$ cat config.mk
export PLATFORM = sky130hd
export DESIGN_NAME = vector_load_store_address_sequencer_unit
export DESIGN_NICKNAME = d
export VERILOG_FILES = /design/src/design/vlsas_pkg.sv /design/src/design/vector_load_store_address_sequencer_unit.sv /design/src/design/vlsas_front.sv /design/src/design/vlsas_queue.sv /design/src/design/vlsas_back.sv
export SDC_FILE = /design/constraint.sdc
export NUM_CORES = 1
export LEC_CHECK = 0
export ABC_AREA = 1
export BUFFER_PORTS_ARGS = -buffer_cell sky130_fd_sc_hd__buf_4
export CAP_MARGIN = 25
export CORE_MARGIN = 3
export CORE_UTILIZATION = 30
export DETAILED_ROUTE_END_ITERATION = 8
export GPL_TIMING_DRIVEN = 0
export PLACE_DENSITY = 0.46
export SETUP_SLACK_MARGIN = 0.02
export SLEW_MARGIN = 5
export SYNTH_ARGS = -nofsm -noshare
export SYNTH_HDL_FRONTEND = slang
export SYNTH_SLANG_ARGS = --single-unit
$ cat constraint.sdc
create_clock -name clk -period 16.2 [get_ports clk]
set_input_delay 3.24 -clock clk [delete_from_list [all_inputs] [get_ports clk]]
set_output_delay 3.24 -clock clk [all_outputs]
set_load 0.02 [all_outputs]
$ cat src/design/vlsas_pkg.sv
`default_nettype none

package vlsas_pkg;

	localparam int unsigned MAX_ELEMENTS = 64;
	localparam int unsigned IDX_W        = $clog2(MAX_ELEMENTS);
	localparam int unsigned VL_W         = IDX_W + 1;
	localparam int unsigned QUEUE_DEPTH  = 2;
	localparam int unsigned QPTR_W       = $clog2(QUEUE_DEPTH);
	localparam int unsigned QCNT_W       = $clog2(QUEUE_DEPTH + 1);

	// element width codes, instruction bits 14:12
	localparam logic [2:0] EEW_8  = 3'd0;
	localparam logic [2:0] EEW_16 = 3'd5;
	localparam logic [2:0] EEW_32 = 3'd6;
	localparam logic [2:0] EEW_64 = 3'd7;

	// addressing mode codes, instruction bits 27:26
	localparam logic [1:0] MOP_UNIT    = 2'd0;
	localparam logic [1:0] MOP_INDEXED = 2'd1;
	localparam logic [1:0] MOP_STRIDED = 2'd2;

	// config register indexes (paddr[4:3])
	localparam logic [1:0] REG_VECTOR_LENGTH = 2'd0;
	localparam logic [1:0] REG_START_INDEX   = 2'd1;
	localparam logic [1:0] REG_ELEMENT_MASK  = 2'd2;

	typedef enum logic [1:0] {
		ST_ACCESS  = 2'd0,
		ST_EMPTY   = 2'd1,
		ST_ILLEGAL = 2'd2
	} status_t;

	typedef struct packed {
		logic [VL_W-1:0]         vl;
		logic [IDX_W-1:0]        start;
		logic [MAX_ELEMENTS-1:0] mask;
	} cfg_t;

	// decoded instruction handed from front to back
	typedef struct packed {
		status_t                 kind;
		logic [63:0]             base;
		logic [31:0]             step;
		logic [3:0]              bytes;
		logic                    wr;
		logic [4:0]              vreg;
		logic [IDX_W-1:0]        start;
		logic [MAX_ELEMENTS-1:0] active;
	} desc_t;

	typedef struct packed {
		status_t          status;
		logic [63:0]      addr;
		logic [3:0]       bytes;
		logic             wr;
		logic [4:0]       vreg;
		logic [IDX_W-1:0] idx;
		logic             last;
	} result_t;

	typedef struct packed {
		logic full;
		logic valid;
	} qstat_t;

endpackage

`default_nettype wire

$ cat src/design/vector_load_store_address_sequencer_unit.sv
// An accepted item goes into the queue, then the walker's working registers, and its first
//   result is registered. The single back-end walker visits one element slot per cycle,
//   unless the result is stalled, from start_index to the last active element (masked slots
//   too), after a load step per item; empty and illegal items give a load step and one result.
// A two-entry queue lets the next item be accepted while the back end works.
// Reset (arst_n low, asynchronous): queue empty, walker idle, no result, config 0.
`default_nettype none

module vector_load_store_address_sequencer_unit import vlsas_pkg::*; (
	input  wire logic         clk,
	input  wire logic         arst_n,
	// input item stream
	input  wire logic         s_tvalid,
	output logic              s_tready,
	input  wire logic [127:0] s_tdata,  // instruction_word, base_address, stride_value
	input  wire logic [0:0]   s_tuser,  // operation
	// result stream
	output logic              m_tvalid,
	input  wire logic         m_tready,
	output logic [79:0]       m_tdata,  // access_address, access_bytes, vector_register,
	                                    // element_index, zero pad
	output logic [2:0]        m_tuser,  // status, is_write
	output logic              m_tlast,
	// config port
	input  wire logic         psel,
	input  wire logic         penable,
	input  wire logic         pwrite,
	input  wire logic [4:0]   paddr,
	input  wire logic [63:0]  pwdata,
	output logic [63:0]       prdata,
	output logic              pready
);

	cfg_t    cfg_q;
	logic    cfg_wr;
	desc_t   front_desc;
	desc_t   q_head;
	qstat_t  q_stat;
	logic    q_pop;
	logic    out_valid;
	result_t out;

	// ---------------- config registers (64-bit slots, 8-byte stride) ----------------
	assign pready = 1'b1;
	assign cfg_wr = psel && penable && pwrite && pready;

	always_ff @(posedge clk or negedge arst_n) begin
		if (!arst_n) begin
			cfg_q <= '0;
		end else if (cfg_wr) begin
			case (paddr[4:3])
				REG_VECTOR_LENGTH: cfg_q.vl    <= pwdata[VL_W-1:0];
				REG_START_INDEX:   cfg_q.start <= pwdata[IDX_W-1:0];
				REG_ELEMENT_MASK:  cfg_q.mask  <= pwdata[MAX_ELEMENTS-1:0];
				default: ;
			endcase
		end
	end

	always_comb begin
		prdata = '0;
		case (paddr[4:3])
			REG_VECTOR_LENGTH: prdata[VL_W-1:0]         = cfg_q.vl;
			REG_START_INDEX:   prdata[IDX_W-1:0]        = cfg_q.start;
			REG_ELEMENT_MASK:  prdata[MAX_ELEMENTS-1:0] = cfg_q.mask;
			default:           prdata = '0;
		endcase
	end

	// ---------------- front: decode and legality, combinational into queue ----------------
	vlsas_front u_front (
		.operation        (s_tuser[0]),
		.instruction_word (s_tdata[31:0]),
		.base_address     (s_tdata[95:32]),
		.stride_value     (s_tdata[127:96]),
		.cfg              (cfg_q),
		.desc             (front_desc)
	);

	assign s_tready = !q_stat.full;

	vlsas_queue u_queue (
		.clk       (clk),
		.arst_n    (arst_n),
		.push      (s_tvalid),
		.push_desc (front_desc),
		.pop       (q_pop),
		.head      (q_head),
		.stat      (q_stat)
	);

	// ---------------- back: element walker with registered result ----------------
	vlsas_back u_back (
		.clk       (clk),
		.arst_n    (arst_n),
		.q_valid   (q_stat.valid),
		.q_head    (q_head),
		.q_pop     (q_pop),
		.out_valid (out_valid),
		.out_ready (m_tready),
		.out       (out)
	);

	assign m_tvalid = out_valid;
	assign m_tlast  = out.last;
	assign m_tuser  = {out.wr, out.status};
	assign m_tdata  = {1'b0, out.idx, out.vreg, out.bytes, out.addr};

	// ---------------- checks ----------------
	// empty and illegal results always close their instruction
	a_nonaccess_last: assert property (@(posedge clk) disable iff (!arst_n)
		m_tvalid && m_tuser[1:0] != ST_ACCESS |-> m_tlast)
		else $error("non-access result without last");

	// empty and illegal results carry zero payload
	a_nonaccess_zero: assert property (@(posedge clk) disable iff (!arst_n)
		m_tvalid && m_tuser[1:0] != ST_ACCESS |-> m_tdata == '0 && !m_tuser[2])
		else $error("non-access result with nonzero payload");

	// element accesses carry a power-of-two size
	a_access_bytes: assert property (@(posedge clk) disable iff (!arst_n)
		m_tvalid && m_tuser[1:0] == ST_ACCESS |-> $onehot(m_tdata[67:64]))
		else $error("access with bad element size");

endmodule

`default_nettype wire

$ cat src/design/vlsas_front.sv
`default_nettype none

module vlsas_front import vlsas_pkg::*; (
	input  wire logic        operation,
	input  wire logic [31:0] instruction_word,
	input  wire logic [63:0] base_address,
	input  wire logic [31:0] stride_value,
	input  wire cfg_t        cfg,
	output desc_t            desc
);

	logic [1:0]              mop;
	logic                    mew;
	logic                    vm;
	logic [2:0]              wcode;
	logic                    width_ok;
	logic                    mode_ok;
	logic                    len_ok;
	logic [1:0]              bytes_log2;
	logic [31:0]             stride;
	logic [VL_W:0]           len_sum;
	logic [MAX_ELEMENTS-1:0] lo_mask;
	logic [MAX_ELEMENTS-1:0] hi_mask;
	logic [MAX_ELEMENTS-1:0] active;

	assign mop   = instruction_word[27:26];
	assign mew   = instruction_word[28];
	assign vm    = instruction_word[25];
	assign wcode = instruction_word[14:12];

	always_comb begin
		width_ok   = 1'b1;
		bytes_log2 = 2'd0;
		case (wcode)
			EEW_8:   bytes_log2 = 2'd0;
			EEW_16:  bytes_log2 = 2'd1;
			EEW_32:  bytes_log2 = 2'd2;
			EEW_64:  bytes_log2 = 2'd3;
			default: width_ok   = 1'b0;
		endcase
	end

	always_comb begin
		mode_ok = 1'b1;
		stride  = 32'd1;
		case (mop)
			MOP_UNIT:    stride = 32'd1;
			MOP_STRIDED: stride = stride_value;
			default:     mode_ok = 1'b0;
		endcase
	end

	assign len_sum = {2'b00, cfg.start} + {1'b0, cfg.vl};
	assign len_ok  = len_sum <= (VL_W+1)'(MAX_ELEMENTS);

	// elements in [start, vl); vl above the slot count is already illegal
	assign lo_mask = {MAX_ELEMENTS{1'b1}} << cfg.start;
	assign hi_mask = cfg.vl[VL_W-1] ? {MAX_ELEMENTS{1'b1}}
	               : ({{(MAX_ELEMENTS-1){1'b0}}, 1'b1} << cfg.vl[IDX_W-1:0])
	                 - {{(MAX_ELEMENTS-1){1'b0}}, 1'b1};
	assign active  = lo_mask & hi_mask & (vm ? cfg.mask : {MAX_ELEMENTS{1'b1}});

	always_comb begin
		desc.base   = base_address;
		desc.step   = stride << bytes_log2;
		desc.bytes  = 4'd1 << bytes_log2;
		desc.wr     = operation;
		desc.vreg   = instruction_word[11:7];
		desc.start  = cfg.start;
		desc.active = active;
		if (!(width_ok && mode_ok && !mew && len_ok))
			desc.kind = ST_ILLEGAL;
		else if (active == '0)
			desc.kind = ST_EMPTY;
		else
			desc.kind = ST_ACCESS;
	end

endmodule

`default_nettype wire

$ cat src/design/vlsas_queue.sv
`default_nettype none

module vlsas_queue import vlsas_pkg::*; (
	input  wire logic  clk,
	input  wire logic  arst_n,
	input  wire logic  push,
	input  wire desc_t push_desc,
	input  wire logic  pop,
	output desc_t      head,
	output qstat_t     stat
);

	desc_t             mem_q [QUEUE_DEPTH];
	logic [QPTR_W-1:0] wr_ptr_q;
	logic [QPTR_W-1:0] rd_ptr_q;
	logic [QCNT_W-1:0] count_q;
	logic              do_push;
	logic              do_pop;

	assign stat.full  = count_q == QCNT_W'(QUEUE_DEPTH);
	assign stat.valid = count_q != '0;
	assign do_push    = push && !stat.full;
	assign do_pop     = pop && stat.valid;
	assign head       = mem_q[rd_ptr_q];

	always_ff @(posedge clk) begin
		if (do_push)
			mem_q[wr_ptr_q] <= push_desc;
	end

	always_ff @(posedge clk or negedge arst_n) begin
		if (!arst_n) begin
			wr_ptr_q <= '0;
			rd_ptr_q <= '0;
			count_q  <= '0;
		end else begin
			if (do_push)
				wr_ptr_q <= (wr_ptr_q == QPTR_W'(QUEUE_DEPTH - 1)) ? '0 : wr_ptr_q + 1'b1;
			if (do_pop)
				rd_ptr_q <= (rd_ptr_q == QPTR_W'(QUEUE_DEPTH - 1)) ? '0 : rd_ptr_q + 1'b1;
			if (do_push && !do_pop)
				count_q <= count_q + 1'b1;
			else if (do_pop && !do_push)
				count_q <= count_q - 1'b1;
		end
	end

endmodule

`default_nettype wire

$ cat src/design/vlsas_back.sv
`default_nettype none

module vlsas_back import vlsas_pkg::*; (
	input  wire logic  clk,
	input  wire logic  arst_n,
	input  wire logic  q_valid,
	input  wire desc_t q_head,
	output logic       q_pop,
	output logic       out_valid,
	input  wire logic  out_ready,
	output result_t    out
);

	logic                    busy_q;
	logic                    out_valid_q;
	result_t                 out_q;
	status_t                 kind_q;
	logic [63:0]             base_q;
	logic [31:0]             step_q;
	logic [31:0]             offset_q;
	logic [3:0]              bytes_q;
	logic                    wr_q;
	logic [4:0]              vreg_q;
	logic [IDX_W-1:0]        idx_q;
	logic [MAX_ELEMENTS-1:0] mask_q;
	logic [MAX_ELEMENTS-1:0] mask_nxt;
	logic                    adv;
	logic                    hit;

	assign q_pop     = !busy_q && q_valid;
	assign adv       = busy_q && (!out_valid_q || out_ready);
	assign hit       = mask_q[idx_q];
	assign out_valid = out_valid_q;
	assign out       = out_q;

	always_comb begin
		mask_nxt        = mask_q;
		mask_nxt[idx_q] = 1'b0;
	end

	// working registers and result payload
	always_ff @(posedge clk) begin
		if (q_pop) begin
			kind_q   <= q_head.kind;
			base_q   <= q_head.base;
			step_q   <= q_head.step;
			offset_q <= '0;
			bytes_q  <= q_head.bytes;
			wr_q     <= q_head.wr;
			vreg_q   <= q_head.vreg;
			idx_q    <= q_head.start;
			mask_q   <= q_head.active;
		end else if (adv) begin
			mask_q   <= mask_nxt;
			idx_q    <= idx_q + 1'b1;
			offset_q <= offset_q + step_q;
		end
		if (adv) begin
			if (kind_q == ST_ACCESS) begin
				out_q.status <= ST_ACCESS;
				out_q.addr   <= base_q + {{32{offset_q[31]}}, offset_q};
				out_q.bytes  <= bytes_q;
				out_q.wr     <= wr_q;
				out_q.vreg   <= vreg_q;
				out_q.idx    <= idx_q;
				out_q.last   <= mask_nxt == '0;
			end else begin
				out_q.status <= kind_q;
				out_q.addr   <= '0;
				out_q.bytes  <= '0;
				out_q.wr     <= 1'b0;
				out_q.vreg   <= '0;
				out_q.idx    <= '0;
				out_q.last   <= 1'b1;
			end
		end
	end

	always_ff @(posedge clk or negedge arst_n) begin
		if (!arst_n) begin
			busy_q      <= 1'b0;
			out_valid_q <= 1'b0;
		end else begin
			if (q_pop)
				busy_q <= 1'b1;
			else if (adv && (kind_q != ST_ACCESS || mask_nxt == '0))
				busy_q <= 1'b0;
			if (adv && (kind_q != ST_ACCESS || hit))
				out_valid_q <= 1'b1;
			else if (out_ready)
				out_valid_q <= 1'b0;
		end
	end

endmodule

`default_nettype wire
==> impl_summary.md <==
Yosys
By count the netlist is led by 1075 x sky130_fd_sc_hd__nand2_1, 617 x sky130_fd_sc_hd__edfxtp_1, 477 x sky130_fd_sc_hd__nor2_1. The portion of the post-synthesis area used by sequential elements is between 50% and 60%. Sorting the synthesized cells by area gives the leading types as sky130_fd_sc_hd__edfxtp_1 48%, sky130_fd_sc_hd__nand2_1 10%, sky130_fd_sc_hd__dfrtp_1 5.3%. The post-synthesis register bit count is around 730. In this run the cell area of the synthesized design comes to 38970 um2. The Yosys step of the flow raised 0 warnings.

The instance count of the mapped netlist is 4365. The net count after synthesis is around 4700. In this run, synthesis inferred roughly 600 flip-flops with an integrated enable.

The top-area cell type share of the netlist area is between 40% and 50%. The async set or reset register ratio after synthesis is about 11%. Each instance of the synthesized netlist takes up on average 8.929 um2. Among all flip-flop cells after synthesis, the most frequent one is sky130_fd_sc_hd__edfxtp_1. sky130_fd_sc_hd__edfxtp_1 takes more of the synthesized area than any other cell. The number of distinct library cells after synthesis is between 60 and 70.

The most common cell in the synthesized netlist is sky130_fd_sc_hd__nand2_1.

Routing
The remaining antenna violation count after routing is 0. The iteration count of the initial detailed-routing pass is 6. The routed layout has between 30000 and 40000 vias. After detailed routing, the number of remaining DRC violations is 0. Using the TritonRoute via totals, the vias-per-cell ratio works out to between 4 and 5. The first routing iteration left 2876 violations.

The detailed-route wire length per cell is about 22 um. Summed over all layers, the routed wires come to 145600 um.

Pwr
In this run the static leakage power is 20.05 nW. The switching portion of total power is roughly 45%. The total power divided by cell area is between 200 and 250 nW/um2.

Sequential cells account for approximately a third of the total power. Of the total power, the clock network draws a little under a fifth. The worst IR drop on VDD is between 100 and 150 uV. The cell-internal power is 0.005435 W.

Combinational logic burns between 40 and 50% of the power. For this design the total switching power over the nets is between 0.004 and 0.005 W.

Clock network
In this run the number of H-tree levels came out at 3. The number of buffers added by the clock tree synthesis step is between 80 and 90. The register clock-pin slew on the reported worst setup and hold paths is 0.06 ns. The TritonCTS clock tree is built. The number of hold-repair buffers added at the cts stage is 0. Gates resized during post-CTS repair numbered 0.

Counting along the longest clock path gives a buffer depth of 3. The number of buffers inserted to repair setup after CTS is 0. The count of clock tree sinks is 732. The master cell of the clock root buffer is sky130_fd_sc_hd__clkbuf_16. The insertion delay of the later-clocked pin in the worst-skew pair is approximately 0.69 ns.

Final layout
Relative to the synthesized area, the layout overhead comes to 20.38%. The final non-filler cell total is 6608. The total number of nets in the final design is approximately 5000. In the final layout, the share of cells above drive strength 1 is around an eighth.

Critical path
In this design, the stage delay of the slowest critical-path cell is approximately 0.53 ns. STA puts the critical path data required time at between 10 and 15 ns. The kind of launch point of the worst setup path is a primary input. The largest delay contributor family on the critical path is buffers and inverters. The critical-path maximum fanout is 10. The critical path contains buffers and inverters numbering 5 combined.

The critical setup path kind is primary input to output pin. Walking the worst path, the cells encountered are buf_4, inv_1, nand2_1, clkbuf_1, buf_1, o221ai_1, buf_4. Data on the critical path arrives at its endpoint at between 4 and 5 ns. The nature of the critical path endpoint is an output pin. The slowest stage of the critical path belongs to the cell sky130_fd_sc_hd__clkbuf_1. Counting stages on the worst path, the most repeated cell is sky130_fd_sc_hd__buf_4.

STA
The smallest setup slack after layout is 8.064 ns. Setup total negative slack on the finished layout was measured at 0 ns. Headroom to the max-slew limit came out at between 20% and 30%.

In the finished design, the share of the clock period the worst path needs comes to about half. Based on the critical path, the design can be clocked at up to 122.9 MHz. The hold violation count in the final report is 0. The number of pins exceeding their max-slew limit in the final report came to 0. The final-report setup violation count is 0. Setup repair after global routing left no endpoint under its margin. Counting I/O delays and the setup requirement, the final critical path takes 8.136 ns. The slew at the pin closest to its max-slew limit is between 1 and 1.5 ns.

For the final database, setup skew stands at around 0.034 ns.

Floorplan
From bottom edge to top edge, the die measures approximately 370 um. The initial core utilization is 30.37%. The overall die area is around 130000 um2. The total core area is around 130000 um2. The count of standard-cell rows is 131. For this design the top-level I/O count stands at between 300 and 400. Measured along the x axis, the die boundary spans about 370 um.

GRT
For this run the aggregate overflow at the end of global routing stands at 0. The first global-routing pass estimated about 210000 um of wire. Entering global routing, the biggest net connects 56 pins. Global routing used a little over a fifth of the available tracks. The number of antenna violations at the first check in global routing is 3.

The number of global-route vias before repair was between 30000 and 40000.

Place
The placed cell count is 6447. The half-perimeter wire length after detailed placement is roughly 120000 um. Timing analysis after detailed placement gives a worst setup slack of roughly 8 ns. During placement, the flow inserted port buffers numbering 330. The placer's final routability congestion estimate is around 0.96.

Hold path
The min-delay analysis places its worst path in the category flip-flop to flip-flop.

Run
The max-cap check violation count is 0.

Outcome
The flow ran to the end, and the final reports show no timing, DRC or antenna violations.
layer usage:
layer	routed length (um)	part of all wire, %	global-route usage [%]	up-vias
met1	62060	43	26.81	15260
met3	6479	4.5	2.792	257
met5	0	0	0	-
met4	6226	4.3	8.068	0
li1	-	-	-	15810
met2	70800	49	36.95	975
placed cells by master, fill, tap and decap left out, types with 83 or more instances in the layout:
cell type and instances:
sky130_fd_sc_hd__buf_4 338, sky130_fd_sc_hd__clkbuf_16 86, sky130_fd_sc_hd__dfrtp_1 83, sky130_fd_sc_hd__inv_1 470
sky130_fd_sc_hd__clkbuf_1 134, sky130_fd_sc_hd__nor2_1 475, sky130_fd_sc_hd__a21oi_1 229, sky130_fd_sc_hd__a31oi_1 87
sky130_fd_sc_hd__nand2_1 1074, sky130_fd_sc_hd__o21ai_0 331, sky130_fd_sc_hd__nand3_1 158, sky130_fd_sc_hd__ha_1 103
sky130_fd_sc_hd__edfxtp_1 617
logic make-up (layout without fill, tap and decap cells):
group	Yosys count	count (layout)	share of synthesized area, %
simple gates	1950	1950	21.27
other cells	2	5	0.01927
mux	22	22	0.5650
buf+inv	663	1174	6.729
flops	732	732	54.51
compound gates	861	861	12.79
fa+ha+maj	106	106	3.461
xor+xnor	29	29	0.6517
cell type report:
class                           instances  area, um2
Fill cell                           13230      81420
Sequential cell                       732      21250
Multi-Input combinational cell       2970      15130
Timing Repair Buffer                  353       3010
Clock buffer                          108       2275
Tap cell                             1729       2163
Inverter                              500       1887
Buffer                                163      745.7
Clock inverter                         50      451.7
Antenna cell                            3      7.507
worst min-delay path: stages, from the launching register on:
cell and delay (ns):
sky130_fd_sc_hd__edfxtp_1 0.31, sky130_fd_sc_hd__nand2_1 0.05, sky130_fd_sc_hd__nand2_1 0.04
metrics by stage:
step | hold WS (ns) | util (%) | power [W] | instance area, um2
5_1_grt | 0.4992 | 36.55 | 0.01052 | 46910
6_report | 0.4818 | 36.56 | 0.009818 | 46920
2_1_floorplan | 0.4669 | - | 0.006177 | 38970
3_5_place_dp | 0.4916 | 34.43 | 0.007983 | 44180
4_1_cts | 0.4782 | 36.55 | 0.009900 | 46910
3_3_place_gp | 0.4882 | 33.98 | 0.008058 | 43620
state kept, by name, summed over array words and instances, names as in the netlist, 2 cells and up:
name,count
u_back.idx_q,6
u_back.offset_q,32
u_back.base_q,64
u_back.mask_q,64
u_back.out,83
u_back.step_q,32
u_back.bytes_q,4
u_queue.count_q,2
u_queue.mem_q,356
u_back.vreg_q,5
cfg_q,77
u_back.kind_q,2
worst paths after layout:
kind / startpoint / to / slack [ns] / depth (start not counted)
worst min-delay path: u_queue.mem_q[0][177] / u_back.kind_q[1] / 0.48 / 2
worst max register to register: cfg_q[65] / u_queue.mem_q[1][176] / 12.19 / 14
worst max-delay path: paddr[3] / prdata[0] / 8.06 / 7
worst min register to register: u_queue.mem_q[0][177] / u_back.kind_q[1] / 0.48 / 2
min in group asynchronous: arst_n / cfg_q[25] / 2.58 / 1
max in group asynchronous: arst_n / cfg_q[46] / 12.97 / 2
power by group through the flow:
stage	clock, W	sequential (W)	combinational [W]
6_report	0.00187	0.00332	0.00463
2_1_floorplan	0	0.00343	0.00275
4_1_cts	0.00193	0.00333	0.00464
3_5_place_dp	0	0.00336	0.00462
3_3_place_gp	0	0.00355	0.00451
5_1_grt	0.00201	0.00338	0.00513
No activity file was read; power rests on OpenSTA's default activity.
